## src/hw/rtl/stcr_pkg.sv

```systemverilog
package stcr_pkg;

  localparam int unsigned DEFAULT_TRACE_WIDTH    = 256;
  localparam int unsigned DEFAULT_TRACE_HEIGHT   = 128;
  localparam int unsigned DEFAULT_ADC_FULL_SCALE = 4095;
  localparam int unsigned DEFAULT_QUEUE_DEPTH    = 4;

  localparam int unsigned SAMPLE_W = 12;

  localparam logic [1:0] FUNC_SAMPLE = 2'd0;
  localparam logic [1:0] FUNC_UP     = 2'd1;
  localparam logic [1:0] FUNC_DOWN   = 2'd2;

  localparam logic KIND_DRAW     = 1'b0;
  localparam logic KIND_TIMEBASE = 1'b1;

  localparam logic [1:0] UNIT_US = 2'd0;
  localparam logic [1:0] UNIT_MS = 2'd1;

  localparam logic [3:0] TB_LAST_INDEX   = 4'd8;
  localparam logic [3:0] TB_MIN_US_INDEX = 4'd2;
  localparam logic [3:0] TB_MAX_MS_INDEX = 4'd6;
  localparam logic [3:0] TB_RESET_INDEX  = 4'd2;

  typedef enum logic [1:0] {
    OP_SAMPLE,
    OP_UP,
    OP_DOWN
  } op_e;

  typedef struct packed {
    logic [1:0]          func;
    logic [SAMPLE_W-1:0] sample;
  } in_t;

  typedef struct packed {
    logic       kind;
    logic [7:0] column;
    logic [6:0] span_top;
    logic [6:0] span_length;
    logic [8:0] timebase_value;
    logic [1:0] timebase_unit;
  } out_t;

  function automatic logic [8:0] tb_value(logic [3:0] idx);
    logic [8:0] v;
    case (idx)
      4'd0:    v = 9'd1;
      4'd1:    v = 9'd2;
      4'd2:    v = 9'd5;
      4'd3:    v = 9'd10;
      4'd4:    v = 9'd20;
      4'd5:    v = 9'd50;
      4'd6:    v = 9'd100;
      4'd7:    v = 9'd200;
      default: v = 9'd500;
    endcase
    return v;
  endfunction

endpackage

```

## src/hw/rtl/scope_trace_column_renderer.sv

```systemverilog
// path: an input passes the input register, the queue, the stage-one register and the output register
// throughput: one item per cycle while out_stall_i is low, set by the input register, queue and two back stages
// the queue between the classifying front and the drawing back absorbs output stalls
// reset: asynchronous, active low; column 0, no previous level, timebase 5 us
// reset empties the queue and pipeline at once, no clearing pass
module scope_trace_column_renderer #(
  parameter int unsigned TRACE_WIDTH    = stcr_pkg::DEFAULT_TRACE_WIDTH,
  parameter int unsigned TRACE_HEIGHT   = stcr_pkg::DEFAULT_TRACE_HEIGHT,
  parameter int unsigned ADC_FULL_SCALE = stcr_pkg::DEFAULT_ADC_FULL_SCALE,
  parameter int unsigned QUEUE_DEPTH    = stcr_pkg::DEFAULT_QUEUE_DEPTH
) (
  input  logic           clk_i,
  input  logic           rst_ni,
  input  logic           in_valid_i,
  output logic           in_stall_o,
  input  stcr_pkg::in_t  in_data_i,
  output logic           out_valid_o,
  input  logic           out_stall_i,
  output stcr_pkg::out_t out_data_o
);

  import stcr_pkg::*;

  localparam int unsigned HW = $clog2(TRACE_HEIGHT);
  localparam int unsigned PW = SAMPLE_W + HW;
  localparam int unsigned QW = $bits(op_e) + PW;

  logic          push, full, q_valid, q_pop;
  op_e           f_op;
  logic [PW-1:0] f_prod;
  logic [QW-1:0] q_wdata, q_rdata;

  stcr_front #(
    .TRACE_HEIGHT  (TRACE_HEIGHT),
    .ADC_FULL_SCALE(ADC_FULL_SCALE),
    .PW            (PW)
  ) u_front (
    .clk_i     (clk_i),
    .rst_ni    (rst_ni),
    .in_valid_i(in_valid_i),
    .in_stall_o(in_stall_o),
    .in_data_i (in_data_i),
    .push_o    (push),
    .full_i    (full),
    .op_o      (f_op),
    .prod_o    (f_prod)
  );

  assign q_wdata = {f_op, f_prod};

  stcr_fifo #(
    .WIDTH(QW),
    .DEPTH(QUEUE_DEPTH)
  ) u_fifo (
    .clk_i      (clk_i),
    .rst_ni     (rst_ni),
    .push_i     (push),
    .push_data_i(q_wdata),
    .full_o     (full),
    .valid_o    (q_valid),
    .pop_i      (q_pop),
    .pop_data_o (q_rdata)
  );

  stcr_back #(
    .TRACE_WIDTH   (TRACE_WIDTH),
    .TRACE_HEIGHT  (TRACE_HEIGHT),
    .ADC_FULL_SCALE(ADC_FULL_SCALE),
    .PW            (PW)
  ) u_back (
    .clk_i      (clk_i),
    .rst_ni     (rst_ni),
    .q_valid_i  (q_valid),
    .q_pop_o    (q_pop),
    .q_op_i     (op_e'(q_rdata[QW-1:PW])),
    .q_prod_i   (q_rdata[PW-1:0]),
    .out_valid_o(out_valid_o),
    .out_stall_i(out_stall_i),
    .out_data_o (out_data_o)
  );

endmodule

```

## src/hw/rtl/stcr_fifo.sv

```systemverilog
module stcr_fifo #(
  parameter int unsigned WIDTH = 8,
  parameter int unsigned DEPTH = 4
) (
  input  logic             clk_i,
  input  logic             rst_ni,
  input  logic             push_i,
  input  logic [WIDTH-1:0] push_data_i,
  output logic             full_o,
  output logic             valid_o,
  input  logic             pop_i,
  output logic [WIDTH-1:0] pop_data_o
);

  localparam int unsigned AW = (DEPTH > 1) ? $clog2(DEPTH) : 1;
  localparam int unsigned CNTW = $clog2(DEPTH + 1);

  logic [WIDTH-1:0] mem_q [DEPTH];
  logic [AW-1:0]    wr_ptr_q, wr_ptr_d;
  logic [AW-1:0]    rd_ptr_q, rd_ptr_d;
  logic [CNTW-1:0]  count_q, count_d;
  logic             do_push, do_pop;

  assign full_o     = (count_q == CNTW'(DEPTH));
  assign valid_o    = (count_q != '0);
  assign do_push    = push_i && !full_o;
  assign do_pop     = pop_i && valid_o;
  assign pop_data_o = mem_q[rd_ptr_q];

  always_comb begin
    wr_ptr_d = wr_ptr_q;
    rd_ptr_d = rd_ptr_q;
    count_d  = count_q;
    if (do_push) begin
      wr_ptr_d = (wr_ptr_q == AW'(DEPTH - 1)) ? '0 : wr_ptr_q + AW'(1);
    end
    if (do_pop) begin
      rd_ptr_d = (rd_ptr_q == AW'(DEPTH - 1)) ? '0 : rd_ptr_q + AW'(1);
    end
    if (do_push && !do_pop) begin
      count_d = count_q + CNTW'(1);
    end else if (do_pop && !do_push) begin
      count_d = count_q - CNTW'(1);
    end
  end

  always_ff @(posedge clk_i or negedge rst_ni) begin
    if (!rst_ni) begin
      wr_ptr_q <= '0;
      rd_ptr_q <= '0;
      count_q  <= '0;
    end else begin
      wr_ptr_q <= wr_ptr_d;
      rd_ptr_q <= rd_ptr_d;
      count_q  <= count_d;
    end
  end

  always_ff @(posedge clk_i) begin
    if (do_push) begin
      mem_q[wr_ptr_q] <= push_data_i;
    end
  end

endmodule

```

## src/hw/rtl/stcr_front.sv

```systemverilog
module stcr_front #(
  parameter int unsigned TRACE_HEIGHT   = stcr_pkg::DEFAULT_TRACE_HEIGHT,
  parameter int unsigned ADC_FULL_SCALE = stcr_pkg::DEFAULT_ADC_FULL_SCALE,
  parameter int unsigned PW             = 19
) (
  input  logic              clk_i,
  input  logic              rst_ni,
  input  logic              in_valid_i,
  output logic              in_stall_o,
  input  stcr_pkg::in_t     in_data_i,
  output logic              push_o,
  input  logic              full_i,
  output stcr_pkg::op_e     op_o,
  output logic [PW-1:0]     prod_o
);

  import stcr_pkg::*;

  localparam int unsigned HW = $clog2(TRACE_HEIGHT);
  localparam logic [HW-1:0] HM1 = HW'(TRACE_HEIGHT - 1);
  localparam logic [15:0] FS16 = 16'(ADC_FULL_SCALE);

  logic                f_valid_q, f_valid_d;
  op_e                 f_op_q, op_d;
  logic [PW-1:0]       f_prod_q;
  logic                is_item, accept;
  logic [SAMPLE_W-1:0] clamped;

  assign in_stall_o = f_valid_q && full_i;
  assign push_o     = f_valid_q && !full_i;
  assign accept     = in_valid_i && !in_stall_o;
  assign op_o       = f_op_q;
  assign prod_o     = f_prod_q;

  always_comb begin
    is_item = 1'b1;
    op_d    = OP_SAMPLE;
    unique case (in_data_i.func)
      FUNC_SAMPLE: op_d = OP_SAMPLE;
      FUNC_UP:     op_d = OP_UP;
      FUNC_DOWN:   op_d = OP_DOWN;
      default:     is_item = 1'b0;
    endcase
  end

  assign clamped = (16'(in_data_i.sample) > FS16) ? FS16[SAMPLE_W-1:0] : in_data_i.sample;

  always_comb begin
    f_valid_d = f_valid_q;
    if (push_o) begin
      f_valid_d = 1'b0;
    end
    if (accept && is_item) begin
      f_valid_d = 1'b1;
    end
  end

  always_ff @(posedge clk_i or negedge rst_ni) begin
    if (!rst_ni) begin
      f_valid_q <= 1'b0;
    end else begin
      f_valid_q <= f_valid_d;
    end
  end

  always_ff @(posedge clk_i) begin
    if (accept && is_item) begin
      f_op_q   <= op_d;
      f_prod_q <= PW'(clamped) * PW'(HM1);
    end
  end

endmodule

```

## src/hw/rtl/stcr_back.sv

```systemverilog
module stcr_back #(
  parameter int unsigned TRACE_WIDTH    = stcr_pkg::DEFAULT_TRACE_WIDTH,
  parameter int unsigned TRACE_HEIGHT   = stcr_pkg::DEFAULT_TRACE_HEIGHT,
  parameter int unsigned ADC_FULL_SCALE = stcr_pkg::DEFAULT_ADC_FULL_SCALE,
  parameter int unsigned PW             = 19
) (
  input  logic           clk_i,
  input  logic           rst_ni,
  input  logic           q_valid_i,
  output logic           q_pop_o,
  input  stcr_pkg::op_e  q_op_i,
  input  logic [PW-1:0]  q_prod_i,
  output logic           out_valid_o,
  input  logic           out_stall_i,
  output stcr_pkg::out_t out_data_o
);

  import stcr_pkg::*;

  localparam int unsigned HW    = $clog2(TRACE_HEIGHT);
  localparam int unsigned CW    = $clog2(TRACE_WIDTH);
  localparam int unsigned L     = $clog2(ADC_FULL_SCALE);
  localparam int unsigned K     = PW + L;
  localparam int unsigned PRODW = K + HW;
  localparam logic [63:0] M64   =
    ((64'd1 << K) + 64'(ADC_FULL_SCALE) - 64'd1) / 64'(ADC_FULL_SCALE);
  localparam logic [PW:0] MULT  = M64[PW:0];
  localparam logic [HW-1:0] HM1 = HW'(TRACE_HEIGHT - 1);

  logic             s1_valid_q, s1_valid_d;
  op_e              s1_op_q;
  logic [HW-1:0]    s1_level_q;
  logic [PRODW-1:0] recip_prod;
  logic [HW-1:0]    quot;

  logic             out_valid_q, out_valid_d;
  out_t             out_q, out_d;
  logic             en_out, s1_adv, has_result;

  logic [CW-1:0]    col_q, col_d;
  logic [HW-1:0]    prev_q, prev_d;
  logic             prev_valid_q, prev_valid_d;
  logic [3:0]       tb_idx_q, tb_idx_d;
  logic [1:0]       tb_unit_q, tb_unit_d;
  logic [HW-1:0]    prev_eff, top, len;

  assign en_out      = !out_valid_q || !out_stall_i;
  assign s1_adv      = s1_valid_q && en_out;
  assign q_pop_o     = q_valid_i && (!s1_valid_q || en_out);
  assign out_valid_o = out_valid_q;
  assign out_data_o  = out_q;

  // divide by full scale through the reciprocal
  assign recip_prod = PRODW'(q_prod_i) * PRODW'(MULT);
  assign quot       = recip_prod[K +: HW];

  always_comb begin
    s1_valid_d = s1_valid_q;
    if (s1_adv) begin
      s1_valid_d = 1'b0;
    end
    if (q_pop_o) begin
      s1_valid_d = 1'b1;
    end
  end

  always_comb begin
    prev_eff = prev_valid_q ? prev_q : s1_level_q;
    if (s1_level_q < prev_eff) begin
      top = s1_level_q;
      len = prev_eff - s1_level_q;
    end else if (s1_level_q > prev_eff) begin
      top = prev_eff + HW'(1);
      len = s1_level_q - prev_eff;
    end else begin
      top = s1_level_q;
      len = HW'(1);
    end
  end

  always_comb begin
    col_d        = col_q;
    prev_d       = prev_q;
    prev_valid_d = prev_valid_q;
    tb_idx_d     = tb_idx_q;
    tb_unit_d    = tb_unit_q;
    has_result   = 1'b0;
    out_d        = '0;
    case (s1_op_q)
      OP_SAMPLE: begin
        has_result        = 1'b1;
        out_d.kind        = KIND_DRAW;
        out_d.column      = 8'(col_q);
        out_d.span_top    = 7'(top);
        out_d.span_length = 7'(len);
        col_d        = (col_q == CW'(TRACE_WIDTH - 1)) ? '0 : col_q + CW'(1);
        prev_d       = s1_level_q;
        prev_valid_d = 1'b1;
      end
      OP_UP: begin
        if (!(tb_unit_q >= UNIT_MS && tb_idx_q >= TB_MAX_MS_INDEX)) begin
          has_result = 1'b1;
          if (tb_idx_q < TB_LAST_INDEX) begin
            tb_idx_d = tb_idx_q + 4'd1;
          end else begin
            tb_idx_d  = '0;
            tb_unit_d = tb_unit_q + 2'd1;
          end
        end
      end
      OP_DOWN: begin
        if (!(tb_unit_q == UNIT_US && tb_idx_q <= TB_MIN_US_INDEX)) begin
          has_result = 1'b1;
          if (tb_idx_q != '0) begin
            tb_idx_d = ((tb_idx_q > TB_LAST_INDEX) ? TB_LAST_INDEX : tb_idx_q) - 4'd1;
          end else begin
            tb_idx_d  = TB_LAST_INDEX;
            tb_unit_d = tb_unit_q - 2'd1;
          end
        end
      end
      default: has_result = 1'b0;
    endcase
    if (s1_op_q != OP_SAMPLE) begin
      out_d.kind           = KIND_TIMEBASE;
      out_d.timebase_value = tb_value(tb_idx_d);
      out_d.timebase_unit  = tb_unit_d;
    end
  end

  always_comb begin
    out_valid_d = out_valid_q;
    if (en_out) begin
      out_valid_d = s1_valid_q && has_result;
    end
  end

  always_ff @(posedge clk_i or negedge rst_ni) begin
    if (!rst_ni) begin
      s1_valid_q   <= 1'b0;
      out_valid_q  <= 1'b0;
      col_q        <= '0;
      prev_q       <= '0;
      prev_valid_q <= 1'b0;
      tb_idx_q     <= TB_RESET_INDEX;
      tb_unit_q    <= UNIT_US;
    end else begin
      s1_valid_q  <= s1_valid_d;
      out_valid_q <= out_valid_d;
      if (s1_adv) begin
        col_q        <= col_d;
        prev_q       <= prev_d;
        prev_valid_q <= prev_valid_d;
        tb_idx_q     <= tb_idx_d;
        tb_unit_q    <= tb_unit_d;
      end
    end
  end

  always_ff @(posedge clk_i) begin
    if (q_pop_o) begin
      s1_op_q    <= q_op_i;
      s1_level_q <= HM1 - quot;
    end
    if (s1_adv) begin
      out_q <= out_d;
    end
  end

endmodule
```

## config.mk

```make
export PLATFORM = sky130hd
export DESIGN_NAME = scope_trace_column_renderer
export DESIGN_NICKNAME = d
export VERILOG_FILES = /design/src/hw/rtl/stcr_pkg.sv /design/src/hw/rtl/scope_trace_column_renderer.sv /design/src/hw/rtl/stcr_fifo.sv /design/src/hw/rtl/stcr_front.sv /design/src/hw/rtl/stcr_back.sv
export SDC_FILE = /design/constraint.sdc
export NUM_CORES = 1
export LEC_CHECK = 0
export ABC_AREA = 1
export BUFFER_PORTS_ARGS = -buffer_cell sky130_fd_sc_hd__buf_4
export CAP_MARGIN = 10
export CORE_MARGIN = 8
export CORE_UTILIZATION = 40
export DETAILED_ROUTE_END_ITERATION = 12
export GPL_TIMING_DRIVEN = 0
export PLACE_DENSITY = 0.64
export SLEW_MARGIN = 20
export SYNTH_ARGS = -nofsm -noshare
export SYNTH_HDL_FRONTEND = slang
export SYNTH_SLANG_ARGS = --single-unit
```

## constraint.sdc

```tcl
create_clock -name clk_i -period 3.2 [get_ports clk_i]
set_clock_uncertainty 0.15 [all_clocks]
set_input_delay 0.48 -clock clk_i [delete_from_list [all_inputs] [get_ports clk_i]]
set_output_delay 0.48 -clock clk_i [all_outputs]
set_load 0.1 [all_outputs]
```

## Word-level counts from Yosys, hierarchy flattened

Memories as Yosys holds them, arrays and structs flattened.
Cells that the tools add are included.

- Memories: 2
- ROM bits: 64
- RAM bits: 84
- Bits in registers: 96
- Output and inout bits: 36

- Add/subtract/negate cells: 13
- Bitwise gates (word level): 1
- Reductions and logical operators: 34
- Equal/unequal tests: 8
- $mul: 2
- Muxes and demuxes: 33
- $lt $le $gt $ge: 7

Memory list:

| name | depth | bits a word | read ports | clocked after memory_dff | write ports | RTL line | RTL |
|---|---|---|---|---|---|---|---|
| u_fifo.mem_q | 4 | 21 | 1 | 0 | 1 | stcr_fifo.sv:18 | `logic [WIDTH-1:0] mem_q [DEPTH];` |
| (name not given) | 8 | 8 | 1 | 0 | 0 | stcr_pkg.sv:47 | `case (idx)` |

Operators with widths:

| kind | number |
|---|---|
| $mul A19 B20 Y38 const B | 1 |
| $mux W7 | 5 |
| $mux W4 | 5 |
| $mul A12 B7 Y19 const B | 1 |
| $sub A7 B7 Y7 | 2 |
| $logic_and A1 B1 Y1 | 13 |
| $mux W2 | 6 |
| $mux W1 | 9 |
| $mux W9 | 1 |
| $add A8 B1 Y8 const B | 1 |
| $eq A2 B2 Y1 const B | 4 |
| $eq A8 B8 Y1 const B | 1 |
| $mux W8 | 1 |
| $pmux W2 S2 | 2 |
| $pmux W4 S2 | 1 |
| $reduce_bool A2 Y1 | 4 |
| $add A7 B1 Y7 const B | 1 |
| $gt A7 B7 Y1 | 1 |
| $logic_not A1 Y1 | 7 |
| $lt A7 B7 Y1 | 1 |
| $sub A7 B7 Y7 const A | 1 |
| $add A2 B1 Y2 const B | 3 |
| $logic_not A2 Y1 | 3 |
| $mux W3 | 2 |
| 20 further kinds | 22 |

## Longest topological paths before layout

- Depth in word-level cells: 8
- Depth in mapped cells: 23
- Gate-level depth less buffers: 21

## Cells and area by module

From an unflattened synthesis, not the netlist that was laid out.

- Cells, all modules: 1330
- Area, all modules: 12460.7 um^2

By module, submodules not included:

| module | instances | sequential area each (um^2) | cells an instance | area an instance (um^2) |
|---|---|---|---|---|
| stcr_back | 1 | 1893.1 | 662 | 5500.3 |
| stcr_fifo | 1 | 2697.6 | 305 | 3961.3 |
| stcr_front | 1 | 655.6 | 363 | 2999.1 |

## Worst setup path after synthesis

OpenSTA, ideal clock, no wires.

- Path type: input to register
- Start point: in in_data_i[3] in the netlist's numbering
- End point: reg u_front.f_prod_q[13], in the netlist u_front.prod_o[13] (data pin)
- Setup time: 0.265 ns
- Stages: 15
- Setup slack: -1.109 ns
- Arrival time: 3.894 ns
- Path through: inv_1 > fa_1 > inv_1 > fa_1 > inv_1 > fa_1 > fa_1 > inv_1 > ha_1 > a21o_1 > nand2_1 > nand3_1 > a21boi_0 > o21ai_0 > xor2_1

- Word-level cells in the longest chain between the ends: 1

Ends and longest elaborated chain:

| item | RTL line | RTL |
|---|---|---|
| from (decl) | scope_trace_column_renderer.sv:16 | `input stcr_pkg::in_t in_data_i,` |
| $mul A12 B7 Y19 | stcr_front.sv:69 | `f_prod_q <= PW'(clamped) * PW'(HM1);` |
| to (signal assigned) | stcr_front.sv:69 |  |
| to (decl) | stcr_front.sv:25 | `logic [PW-1:0] f_prod_q;` |

No other way between the ends.
A chain may end at the register's enable or synchronous reset.

## Worst setup path in the final report

- Start point: in in_data_i[5] in the netlist's numbering
- End point: reg u_front.f_prod_q[18], in the netlist u_front.prod_o[18] (data pin)

Same word-level chain as after synthesis.

==> results by group <==
Finish
  – Seq. cell area: 5250 um2
  – Multi-input logic area: 6710 um2
  – Area grow syn2layout: 25.1%
  – Diode count: 0
  – Fill cells: 2656
  – Share of layout cells above drive strength 1: 0.255
  – Fin cells: 1757
  – Commonest non-fill, non-tap cell in the layout: nand2_1
  – Fin nets: 1546
  – Most frequent cells in the layout: 238 x nand2_1, 170 x inv_1, 148 x edfxtp_1, 96 x ha_1, 73 x buf_4

STA
  – Min Tclk post-route: 3830 ps
  – Final Hold Violating Endpoints: 0
  – Fmax: 261 MHz
  – Final hold slack: 141 ps
  – RSZ-0062 raised after global routing: yes
  – Final setup vio count: 20
  – Final setup margin: -625 ps
  – Tightest Pin Transition: 883 ps
  – Crit share post-route: 1.20
  – Slew Viols, Final: 0
  – Slew margin rel.: 0.411

Global route
  – GRT Max-Usage Layer: met2
  – Vias in the first global route: 8858
  – GR Util met2: 0.279
  – First-pass GRT wire length: 43.4 mm
  – Initial antenna violation count: 0
  – Gr ovfl total: 0
  – GR Util All Layers: 0.150
  – Routing usage on met3: 0.0257
  – GR Util met1: 0.172
  – Largest net degree at the start of global routing: 33

Routing
  – Initial DRC count: 608
  – Drt total wl: around 27 mm
  – Via Count: between 8000 and 9000
  – Drc violations: 0
  – Final ANT Viol Nets: 0
  – Post-DR vias/cell: between 4 and 5
  – Routed len/inst: 15.2 um
  – DRT Pass-1 Iters: 5

Critical path
  – Crit path largest cell delay: 590 ps
  – Worst Path Max Fanout: 4
  – FF-to-FF Start: u_fifo.rd_ptr_q[0]$_DFFE_PN0P_
  – Crit path kind: in2reg
  – CP required: about 3200 ps
  – CP max-delay cell: fa_2
  – CP Capture Type: flip-flop
  – Length in cells of the worst reg-to-reg path: 16
  – Crit path DAT: 3870 ps
  – Crit-path cells: buf_12 -> fa_2 -> inv_2 -> fa_2 -> fa_1 -> inv_2 -> fa_2 -> ha_4 -> nand2_4 -> inv_2 -> a21boi_2 -> o211ai_1 -> buf_4 -> nand2_1 -> inv_2 -> o21ai_1 -> nand2_1
  – Crit-path most repeated cell: inv_2
  – Crit start category: primary input
  – Critical Path Source: in_data_i[5]

Clock network
  – H-tree Lvls: 4
  – CTS buffer count: 17
  – Clock Tree Buf Depth: 2
  – Clock sink total: between 150 and 200
  – Root buf cell: clkbuf_16
  – TritonCTS clock tree: built
  – CTS clock-pin slew for the worst setup and hold paths: 80 ps
  – Worst skew pair latency: 430 ps

Job
  – Max-cap violations: 0

Logic synthesis
  – Cell taking the most area after synthesis: edfxtp_1
  – Cells after synthesis: 1249
  – Syn Nets: roughly 1400
  – Top_reg_cell synth: edfxtp_1
  – Post-synth top area share: 0.373
  – Area contributors post-synth: edfxtp_1 37%, ha_1 14%, nand2_1 8.3%
  – Sequential-to-total area share from yosys stat: 0.440
  – Warnings from Yosys: 0
  – Count of flip-flops with a built-in enable after synthesis: 148
  – Distinct cells, synth: 47
  – Synth Area per Inst: 9.54 um2
  – #FFs+latches synth: 180
  – Ys async rst share: 0.178
  – Mapped cell area: roughly 12000 um2

Run status
  – Failing checks: setup timing
  – Outcome: complete, but fails checks

Floorplanning
  – DIE AREA: approximately 36000 um2
  – Boundary pin count: 54
  – Initial core utilization: 0.404
  – CORE AREA: 29500 um2
  – Die W: 189 um
  – Die Y: 189 um
  – Num rows: 63

Place
  – Buffers on Ports: 53
  – Gp weighted congestion: 0.885
  – Dpl hpwl: 19.5 mm
  – Cell count after placement: 1693

Hold path
  – WHS Path Cells: 1
  – Min-delay src: in_data_i[0]
  – Hold Crit Class: in2reg
[layout make-up]
class | instances | share of cell area
Tap cell | 390 | 0.0327
Multi-Input combinational cell | 842 | 0.450
Timing Repair Buffer | 86 | 0.0526
Buffer | 23 | 0.0175
Clock inverter | 15 | 0.0128
Inverter | 204 | 0.0537
Clock buffer | 17 | 0.0285
Sequential cell | 180 | 0.352
[path summary, 6_finish.rpt]
kind                                                  endpoint  slack [ps]
worst max-delay path              u_front.prod_o[18]$_DFFE_PP_        -630
worst min-delay path               u_front.prod_o[0]$_DFFE_PP_         140
worst max register to register  u_back.s1_level_q[3]$_DFFE_PP_        -340
worst min register to register    u_back.prev_q[5]$_DFFE_PN0P_         340
max in group asynchronous       u_back.tb_idx_q[1]$_DFFE_PN1P_        2180
min in group asynchronous       u_back.tb_idx_q[3]$_DFFE_PN0P_         360
[cell families after synthesis]
family                     count (synthesis)  share of synthesized area
adders and majority gates                174                      0.210
DFF                                      180                      0.440
xor gates and xnor gates                  28                     0.0206
AOI/OAI and AO/OA                        170                     0.0789
and+or+nand+nor                          470                      0.173
buffers and inverters                    227                     0.0772
[worst max-delay path: cells and delay by family]
kind	cells	cell delay, ps
adders and majority gates	5	2370
and+or+nand+nor	3	220
AOI/OAI and AO/OA	3	370
buffers and inverters	6	440
[routing by layer]
layer | up-vias | wire length [um]
li1 | 4362 | -
met1 | 4144 | 11200
met2 | 175 | 13900
met3 | 42 | 887
met4 | 0 | 638
met5 | - | 0
[sequential cells by signal (all words and copies together) (netlist names), 2 cells and up]
name,cells
u_fifo.mem_q,84
u_back.tb_unit_q,2
u_fifo.rd_ptr_q,2
u_back.s1_op_q,2
u_back.s1_level_q,7
u_back.tb_idx_q,4
u_front.op_o,2
u_fifo.count_q,3
u_back.out_data_o,34
u_back.col_q,8
u_front.prod_o,19
u_back.prev_q,7
u_fifo.wr_ptr_q,2
[per-stage QoR]
stage	TNS (ps)	area, um2	utilization	setup slack (ps)
after floorplan	-8820	12200	-	-808
after global placement	-18190	13100	0.444	-1240
after detailed placement	-18880	13200	0.446	-1220
after CTS	-8300	14400	0.489	-585
after global routing	-10760	14900	0.506	-752
final	-8370	14900	0.506	-625
[timing repair]
| item | CTS | global route |
|---|---|---|
| hold endpoints to repair | 31 | 0 |
| gates resized for setup | 114 | 79 |
| setup endpoints to repair | 20 | 30 |
| pin swaps | 58 | 38 |
| gates cloned | 1 | 3 |
| hold buffers | 1 | 0 |
| buffers inserted | 17 | 10 |
[synthesized netlist by cell type, types with 2 or more instances]
| cell type | instances |
|---|---|
| nor4_1 | 2 |
| o21bai_1 | 3 |
| xnor2_1 | 5 |
| o211ai_1 | 3 |
| dfrtp_1 | 31 |
| a21o_1 | 4 |
| inv_1 | 194 |
| nand4_1 | 10 |
| a32oi_1 | 2 |
| o21ai_0 | 71 |
| nand3_2 | 5 |
| o22ai_1 | 11 |
| edfxtp_1 | 148 |
| inv_2 | 8 |
| o31ai_1 | 2 |
| nor2_1 | 72 |
| xor2_1 | 23 |
| a31oi_1 | 7 |
| ha_1 | 130 |
| a21boi_0 | 3 |
| buf_6 | 4 |
| nand3_1 | 71 |
| clkbuf_1 | 9 |
| o21ai_1 | 5 |
| a21oi_1 | 53 |
| nand2_4 | 3 |
| buf_2 | 8 |
| nor2_4 | 4 |
| nand3b_1 | 2 |
| nor2_2 | 7 |
| fa_1 | 44 |
| or2_2 | 8 |
| o21ai_2 | 2 |
| nand2_1 | 264 |
| nand2_2 | 10 |
| nor3_1 | 10 |
Power is left out: the tool's default activity adds up to more than one toggle a clock period on the data nets, which glitch-free logic cannot reach.
